<file path="src/rtl/core/aabb_cg_pkg.sv">
// ----------------------------------------------------------------------------
// aabb_cg_pkg
// Shared types for the AABB contact generator: box pair and contact record.
// ----------------------------------------------------------------------------
`timescale 1ns / 1ps
`default_nettype none

package aabb_cg_pkg;

  localparam int unsigned CoordW = 16;
  localparam int unsigned WideW  = 17;

  typedef logic signed [CoordW-1:0] coord_t;
  typedef logic signed [WideW-1:0]  wide_t;

  typedef struct packed {
    coord_t min_x;
    coord_t min_y;
    coord_t max_x;
    coord_t max_y;
  } box_t;

  typedef struct packed {
    box_t a;
    box_t b;
  } box_pair_t;

  typedef struct packed {
    logic   overlapping;
    logic   normal_on_y;
    logic   normal_negative;
    wide_t  depth;
    wide_t  contact_x_doubled;
    wide_t  contact_y_doubled;
    coord_t overlap_min_x;
    coord_t overlap_min_y;
    wide_t  overlap_width;
    wide_t  overlap_height;
  } contact_t;

endpackage

`default_nettype wire

</file>
<file path="src/rtl/core/aabb_contact_generator_unit.sv">
// ----------------------------------------------------------------------------
// aabb_contact_generator_unit
// Contact generator for pairs of 2D axis-aligned boxes, one pair per cycle when not stalled.
// ----------------------------------------------------------------------------
// Usage:
//   s_axis carries one box pair per request (A then B corners, Q11.4).
//   m_axis returns exactly one contact record per request, in order;
//   m_axis_tuser is the overlap flag, m_axis_tdata the contact fields.
//   The accept edge loads the input register; the result register then
//   loads through the contact math once the output can advance.
//   Throughput is one pair per cycle while the receiver keeps up; the
//   combinational contact math between the two registers sets that figure.
//   When the receiver stalls, the result register holds and the input
//   register still takes one more request; s_axis_tready drops only when
//   both registers are full and m_axis_tready is low.
//   Reset (rst, synchronous) empties both registers; no other state.
// ----------------------------------------------------------------------------
`timescale 1ns / 1ps
`default_nettype none

module aabb_contact_generator_unit (
  input  wire logic         clk,
  input  wire logic         rst,
  input  wire logic         s_axis_tvalid,
  output logic              s_axis_tready,
  // a_min_x, a_min_y, a_max_x, a_max_y, b_min_x, b_min_y, b_max_x, b_max_y
  input  wire logic [127:0] s_axis_tdata,
  output logic              m_axis_tvalid,
  input  wire logic         m_axis_tready,
  // normal_on_y, normal_negative, depth, contact_x_doubled,
  // contact_y_doubled, overlap_min_x, overlap_min_y, overlap_width,
  // overlap_height, one zero pad bit
  output logic [119:0]      m_axis_tdata,
  // overlapping
  output logic              m_axis_tuser
);

  aabb_cg_pkg::box_pair_t pair;
  logic                   pair_valid;
  aabb_cg_pkg::contact_t  contact_next;
  aabb_cg_pkg::contact_t  contact;
  logic                   advance;

  assign advance       = !m_axis_tvalid || m_axis_tready;
  assign s_axis_tready = !pair_valid || advance;

  always_ff @(posedge clk) begin
    if (rst) begin
      pair_valid    <= 1'b0;
      m_axis_tvalid <= 1'b0;
    end else begin
      if (s_axis_tready) pair_valid <= s_axis_tvalid;
      if (advance) m_axis_tvalid <= pair_valid;
    end
  end

  always_ff @(posedge clk) begin
    if (s_axis_tready && s_axis_tvalid) begin
      pair.a.min_x <= s_axis_tdata[15:0];
      pair.a.min_y <= s_axis_tdata[31:16];
      pair.a.max_x <= s_axis_tdata[47:32];
      pair.a.max_y <= s_axis_tdata[63:48];
      pair.b.min_x <= s_axis_tdata[79:64];
      pair.b.min_y <= s_axis_tdata[95:80];
      pair.b.max_x <= s_axis_tdata[111:96];
      pair.b.max_y <= s_axis_tdata[127:112];
    end
    if (advance && pair_valid) contact <= contact_next;
  end

  aabb_cg_calc u_calc (
    .pair    (pair),
    .contact (contact_next)
  );

  assign m_axis_tuser = contact.overlapping;
  assign m_axis_tdata = {1'b0,
                         contact.overlap_height,
                         contact.overlap_width,
                         contact.overlap_min_y,
                         contact.overlap_min_x,
                         contact.contact_y_doubled,
                         contact.contact_x_doubled,
                         contact.depth,
                         contact.normal_negative,
                         contact.normal_on_y};

  // an accepted request always lands in the input register
  a_accept_lands : assert property (@(posedge clk) disable iff (rst)
    (s_axis_tvalid && s_axis_tready) |=> pair_valid)
    else $error("accepted request lost before input register");

  // a full input register behind a stalled result must block the input
  a_no_overrun : assert property (@(posedge clk) disable iff (rst)
    (pair_valid && m_axis_tvalid && !m_axis_tready) |-> !s_axis_tready)
    else $error("input accepted while both registers full and stalled");

  // chosen axis carries the smaller penetration, y on a tie
  a_axis_choice : assert property (@(posedge clk) disable iff (rst)
    m_axis_tvalid |->
      (contact.normal_on_y ?
         (contact.overlap_height <= contact.overlap_width &&
          contact.depth == contact.overlap_height) :
         (contact.overlap_width < contact.overlap_height &&
          contact.depth == contact.overlap_width)))
    else $error("normal axis does not match smaller penetration");

endmodule

`default_nettype wire

</file>
<file path="src/rtl/core/aabb_cg_calc.sv">
// ----------------------------------------------------------------------------
// aabb_cg_calc
// Combinational contact math for one box pair: overlap test, overlap box,
// penetrations, normal axis and sign, doubled contact point.
// ----------------------------------------------------------------------------
`timescale 1ns / 1ps
`default_nettype none

module aabb_cg_calc (
  input  wire aabb_cg_pkg::box_pair_t pair,
  output aabb_cg_pkg::contact_t       contact
);

  aabb_cg_pkg::coord_t ax0, ay0, ax1, ay1, bx0, by0, bx1, by1;
  aabb_cg_pkg::coord_t cx0, cy0, cx1, cy1;
  aabb_cg_pkg::wide_t  px, py;
  // edge gaps used by the sign flip rules
  aabb_cg_pkg::wide_t  gap_by0_ay0, gap_ay1_by1, gap_bx0_ax0, gap_ax1_bx1;
  aabb_cg_pkg::wide_t  gap_ax0_bx0, gap_bx1_ax1, gap_ay0_by0, gap_by1_ay1;
  logic                hit, on_y, nx_neg, ny_neg;

  assign ax0 = pair.a.min_x;
  assign ay0 = pair.a.min_y;
  assign ax1 = pair.a.max_x;
  assign ay1 = pair.a.max_y;
  assign bx0 = pair.b.min_x;
  assign by0 = pair.b.min_y;
  assign bx1 = pair.b.max_x;
  assign by1 = pair.b.max_y;

  assign hit = !((ax0 > bx1) || (bx0 > ax1) || (ay0 > by1) || (by0 > ay1));

  assign cx0 = (ax0 > bx0) ? ax0 : bx0;
  assign cy0 = (ay0 > by0) ? ay0 : by0;
  assign cx1 = (ax1 < bx1) ? ax1 : bx1;
  assign cy1 = (ay1 < by1) ? ay1 : by1;

  assign px = 17'(cx1) - 17'(cx0);
  assign py = 17'(cy1) - 17'(cy0);

  assign gap_by0_ay0 = 17'(by0) - 17'(ay0);
  assign gap_ay1_by1 = 17'(ay1) - 17'(by1);
  assign gap_bx0_ax0 = 17'(bx0) - 17'(ax0);
  assign gap_ax1_bx1 = 17'(ax1) - 17'(bx1);
  assign gap_ax0_bx0 = 17'(ax0) - 17'(bx0);
  assign gap_bx1_ax1 = 17'(bx1) - 17'(ax1);
  assign gap_ay0_by0 = 17'(ay0) - 17'(by0);
  assign gap_by1_ay1 = 17'(by1) - 17'(ay1);

  always_comb begin
    nx_neg = !(ax0 <= bx0);
    ny_neg = !(ay0 <= by0);
    if (ax0 <= bx0) begin
      if (ay0 <= by0) begin
        if (!(ax1 > bx1) && (ay1 > by1) && (gap_by0_ay0 < gap_ay1_by1)) begin
          ny_neg = 1'b1;
        end
      end else begin
        if ((ay1 < by1) && !(ax1 < bx1) && (gap_bx0_ax0 < gap_ax1_bx1)) begin
          nx_neg = 1'b1;
        end
      end
    end else begin
      if (ay0 <= by0) begin
        if (ax1 < bx1) begin
          if (ay1 < by1) begin
            if (gap_ax0_bx0 < gap_bx1_ax1) nx_neg = 1'b0;
          end else begin
            if (gap_by0_ay0 < gap_ay1_by1) ny_neg = 1'b1;
          end
        end else if (ay1 > by1) begin
          if (gap_by0_ay0 < gap_ay1_by1) ny_neg = 1'b1;
        end
      end else begin
        if (ax1 < bx1) begin
          if (gap_ax0_bx0 < gap_bx1_ax1) nx_neg = 1'b0;
        end else if (ay1 < by1) begin
          if (gap_ay0_by0 < gap_by1_ay1) ny_neg = 1'b0;
        end
      end
    end
  end

  // y axis wins a tie
  assign on_y = !(px < py);

  always_comb begin
    contact.overlapping       = hit;
    contact.normal_on_y       = on_y;
    contact.normal_negative   = on_y ? ny_neg : nx_neg;
    contact.depth             = on_y ? py : px;
    contact.contact_x_doubled = 17'(cx0) + 17'(cx1);
    contact.contact_y_doubled = 17'(cy0) + 17'(cy1);
    contact.overlap_min_x     = cx0;
    contact.overlap_min_y     = cy0;
    contact.overlap_width     = px;
    contact.overlap_height    = py;
  end

endmodule

`default_nettype wire

</file>
<file path="config.mk">
export PLATFORM = sky130hd
export DESIGN_NAME = aabb_contact_generator_unit
export DESIGN_NICKNAME = d
export VERILOG_FILES = /design/src/rtl/core/aabb_cg_pkg.sv /design/src/rtl/core/aabb_contact_generator_unit.sv /design/src/rtl/core/aabb_cg_calc.sv
export SDC_FILE = /design/constraint.sdc
export NUM_CORES = 1
export LEC_CHECK = 0
export BUFFER_PORTS_ARGS = -buffer_cell sky130_fd_sc_hd__buf_2
export CAP_MARGIN = 20
export CORE_UTILIZATION = 35
export CTS_CLUSTER_SIZE = 14
export DETAILED_ROUTE_END_ITERATION = 12
export MAX_ROUTING_LAYER = met4
export PLACE_DENSITY = 0.63
export SYNTH_ARGS = -nofsm -noshare
export SYNTH_HDL_FRONTEND = slang
export SYNTH_SLANG_ARGS = --single-unit
</file>
<file path="constraint.sdc">
create_clock -name clk -period 8.1 [get_ports clk]
set_clock_uncertainty 0.05 [all_clocks]
set_input_delay 0.81 -clock clk [delete_from_list [all_inputs] [get_ports clk]]
set_output_delay 0.81 -clock clk [all_outputs]
set_load 0.01 [all_outputs]
</file>
==> run_summary.xml <==
<?xml version="1.0" encoding="UTF-8"?>
<metrics>
  <group name="detailed_routing">
    <metric name="dr_wl_cell" unit="um">21.3</metric>
    <metric name="routed_wirelength" unit="um">68200</metric>
    <metric name="final_antenna_net_count" unit="">0</metric>
    <metric name="first_iter_violations" unit="">1399</metric>
    <metric name="detail_route.drc_violations" unit="">2</metric>
    <metric name="detail_route.first_pass.iterations" unit="">12</metric>
    <metric name="via_per_inst" unit="">5.36</metric>
    <metric name="dr_total_vias" unit="">17200</metric>
  </group>
  <group name="cts">
    <metric name="tritoncts_clock_tree" unit="">yes</metric>
    <metric name="numCtsBuffers" unit="">30</metric>
    <metric name="cts_max_path_buffers" unit="">3</metric>
    <metric name="cts.reportedPaths.clkPinSlew" unit="ns">0.06</metric>
    <metric name="clock_root_buffer" unit="">clkbuf_16</metric>
    <metric name="postCtsSetupBuffers" unit="">0</metric>
    <metric name="htree_num_levels" unit="">1</metric>
    <metric name="clock_latency" unit="ns">0.59</metric>
    <metric name="clock_sink_count" unit="">248</metric>
  </group>
  <group name="yosys">
    <metric name="syn_area_per_cell" unit="um2">9.60</metric>
    <metric name="synth_compound_gate_area_share" unit="%">18.6</metric>
    <metric name="post_synth_inst_count" unit="">2168</metric>
    <metric name="syn_nets" unit="">2648</metric>
    <metric name="synth_simple_gate_area_share" unit="%">11.1</metric>
    <metric name="synth_cell_type_count" unit="">84</metric>
    <metric name="cell_taking_the_most_area_after_synthesis" unit="">edfxtp_1</metric>
    <metric name="synth-main-ff-cell" unit="">edfxtp_1</metric>
    <metric name="syn-cell-area" unit="mm2">0.0208</metric>
    <metric name="post-synth-top-area-fraction" unit="%">35.5</metric>
    <metric name="post_synth_mux_area_share" unit="%">0.565</metric>
    <metric name="asyncSetResetFlopFracSynth" unit="%">0</metric>
    <metric name="main_combinational_cell_family_by_area_after_synthesis" unit="">adder cells</metric>
    <metric name="synth-xor-area-share" unit="%">6.31</metric>
    <metric name="post_synth_main_area_contributors" unit="">edfxtp_1 (35%), ha_1 (20%), xnor2_1 (4.7%)</metric>
    <metric name="ys_seq_area_share" unit="%">35.7</metric>
    <metric name="synthesis.yosys.warnings" unit="">0</metric>
    <metric name="synth-seq-cells" unit="">248</metric>
    <metric name="post_synth_fa_ha_maj_area_fraction" unit="%">21.3</metric>
    <metric name="synth_enable_flop_cells" unit="">246</metric>
  </group>
  <group name="die">
    <metric name="placement_rows" unit="">89</metric>
    <metric name="die-area" unit="mm2">0.0605</metric>
    <metric name="floorplan.initialDensity" unit="%">35.3</metric>
    <metric name="die_h" unit="um">246</metric>
    <metric name="io_pins" unit="">255</metric>
    <metric name="core" unit="mm2">0.0589</metric>
    <metric name="die_width" unit="um">246</metric>
  </group>
  <group name="global_routing">
    <metric name="grt_start_max_net_pins" unit="">70</metric>
    <metric name="groute.usage.overall" unit="%">22.6</metric>
    <metric name="grt.overflow.total" unit="">0</metric>
    <metric name="grt_util_met1" unit="%">30.3</metric>
    <metric name="global_route.usage.met2" unit="%">36.1</metric>
    <metric name="gr-usage-met3" unit="%">2.39</metric>
    <metric name="via_count_of_the_first_global_routing_pass" unit="">16500</metric>
    <metric name="antenna_found_initial" unit="">1</metric>
    <metric name="grt.busiest_layer" unit="">met2</metric>
    <metric name="wire_length_of_the_first_global_routing_pass" unit="um">99700</metric>
  </group>
  <group name="placed_design">
    <metric name="buffer_ports.inserted" unit="">253</metric>
    <metric name="gpl.final_weighted_congestion" unit="">0.942</metric>
    <metric name="place_inst" unit="">3144</metric>
    <metric name="detailedPlace.worstSlack" unit="ns">0.347</metric>
    <metric name="dp.final_hpwl" unit="um">56300</metric>
  </group>
  <group name="finish">
    <metric name="areaGrowthSynthToFinish" unit="%">15.1</metric>
    <metric name="finish.cell_count_without_fillers" unit="">3200</metric>
    <metric name="drive_above_1_share" unit="%">15.4</metric>
    <metric name="nets" unit="">2883</metric>
    <metric name="final_common_cell" unit="">ha_1</metric>
    <metric name="n_antenna_cell" unit="">0</metric>
    <metric name="layout.cells.most_common_list" unit="">ha_1 (336), buf_2 (253), inv_1 (249), edfxtp_1 (246), a21oi_1 (175)</metric>
  </group>
  <group name="timing">
    <metric name="achievable-frequency" unit="GHz">0.132</metric>
    <metric name="finalCritPeriodShare" unit="%">93.6</metric>
    <metric name="worst_slew_pin_slew" unit="ns">1.08</metric>
    <metric name="timing_max_transition_violations_final" unit="">0</metric>
    <metric name="report.final.setup_viol" unit="">0</metric>
    <metric name="rsz_0062_raised_after_global_routing" unit="">false</metric>
    <metric name="finalWorstPathRequiredPeriod" unit="ns">7.58</metric>
    <metric name="totalNegativeSetupSlack" unit="ns">0</metric>
    <metric name="timing.max_slew.rel_slack" unit="%">26.1</metric>
    <metric name="timing.final.ws_setup" unit="ns">0.520</metric>
    <metric name="finalHoldViolations" unit="">0</metric>
    <metric name="hold_ws" unit="ns">0.332</metric>
  </group>
  <group name="outcome">
    <metric name="violations" unit="">design-rule violations</metric>
    <metric name="result_of_the_run" unit="">complete, but fails checks</metric>
  </group>
  <group name="worst_setup_path">
    <metric name="setup.worst_path.class" unit="">flip-flop to flip-flop</metric>
    <metric name="crit_arrival" unit="ns">7.86</metric>
    <metric name="worstPathMaxFanout" unit="">25</metric>
    <metric name="setup.worst_path.end_class" unit="">flip-flop</metric>
    <metric name="crit_required" unit="ns">8.38</metric>
    <metric name="cp-start-kind" unit="">flip-flop</metric>
  </group>
  <group name="pwr">
    <metric name="power.density_cell_area" unit="mW/mm2">246</metric>
    <metric name="total_leakage_power" unit="nW">10.9</metric>
    <metric name="worst_ir_drop_vdd" unit="uV">210</metric>
    <metric name="total_power" unit="mW">5.88</metric>
  </group>
  <group name="min_path">
    <metric name="worst_hold_path_type" unit="">input port to flip-flop</metric>
  </group>
  <group name="job">
    <metric name="max_cap_violations" unit="">0</metric>
  </group>
</metrics>
-- through the flow --
| step | utilization, % | cell area, um2 |
|---|---|---|
| 4_1_cts | 40.6 | 23900 |
| 2_1_floorplan | - | 20800 |
| 3_5_place_dp | 38.9 | 22900 |
| 6_report | 40.7 | 24000 |
| 5_1_grt | 40.7 | 24000 |
| 3_3_place_gp | 38.9 | 22900 |
-- path summary, 6_finish.rpt --
path,startpoint,to,slack [ns],cells past startpoint
max,pair[121],m_axis_tdata[1],0.52,26
min,rst,pair_valid,0.33,2
max reg2reg,pair[121],m_axis_tdata[1],0.52,26
min reg2reg,pair_valid,m_axis_tvalid,0.48,2
-- synthesized netlist by cell type, drive strengths merged, types with 9 or more instances --
cell,count
a211oi,16
a21boi,9
a21o,79
a21oi,181
a221oi,10
a31oi,11
and3,9
buf,29
clkbuf,52
edfxtp,246
fa,12
ha,336
inv,250
nand2,121
nand2b,25
nand3,34
nand4,28
nor2,146
nor2b,34
nor3,36
o211ai,11
o21a,25
o21ai,128
o21bai,46
o31ai,10
or3,15
xnor2,111
xor2,39
-- cell families after synthesis --
group           count (synthesis)
compound gates                592
fa+ha+maj                     348
xor+xnor                      150
flops                         248
buf+inv                       332
mux                            11
other cells                     1
simple gates                  486
-- flip-flops by register name (all words and copies together), names as in the netlist --
signal         flops
pair             128
m_axis_tdata     117
m_axis_tuser       1
m_axis_tvalid      1
pair_valid         1
-- cell type report --
type	count	area [um2]
clock buffers	35	791
clock inverters	21	240
fillers	5778	35000
inverters	251	942
multi-input cells	1588	12100
flip-flops and latches	248	7430
well taps	773	967
repair buffers	284	1500
-- metal layers --
metal | part of all wire [%] | wire [um]
met4 | 2.9 | 1990
met2 | 46 | 31400
met5 | 0 | 0
met3 | 6.3 | 4290
met1 | 45 | 30500
-- worst max-delay path, cell delays in order (launching register included) --
cell,delay (ns)
edfxtp_1,0.44
ha_1,0.55
nand4_1,0.36
or3_1,0.52
nor4_1,0.33
a21oi_1,0.10
nand2_1,0.13
o21ai_4,0.21
buf_4,0.27
o21ai_0,0.50
ha_1,0.34
inv_1,0.15
a21o_1,0.18
a21oi_1,0.16
o21bai_1,0.11
a211o_1,0.35
a221oi_2,0.31
o31ai_1,0.13
xor2_1,0.21
inv_1,0.09
ha_1,0.30
a31oi_1,0.25
and3b_1,0.20
a21oi_1,0.08
o31a_2,0.42
a2111oi_2,0.46
a211oi_2,0.10
-- power by group --
group | internal [mW] | switching (mW)
clock | 0.832 | 0.585
sequential | 1.69 | 0.112
combinational | 1.03 | 1.64
-- what timing repair did --
| item | CTS | global route |
|---|---|---|
| hold buffers | 0 | 0 |
| endpoints found under the setup margin | 0 | 13 |
| resized for setup | 0 | 6 |
Note: power is estimated with default switching activity, not from simulation.
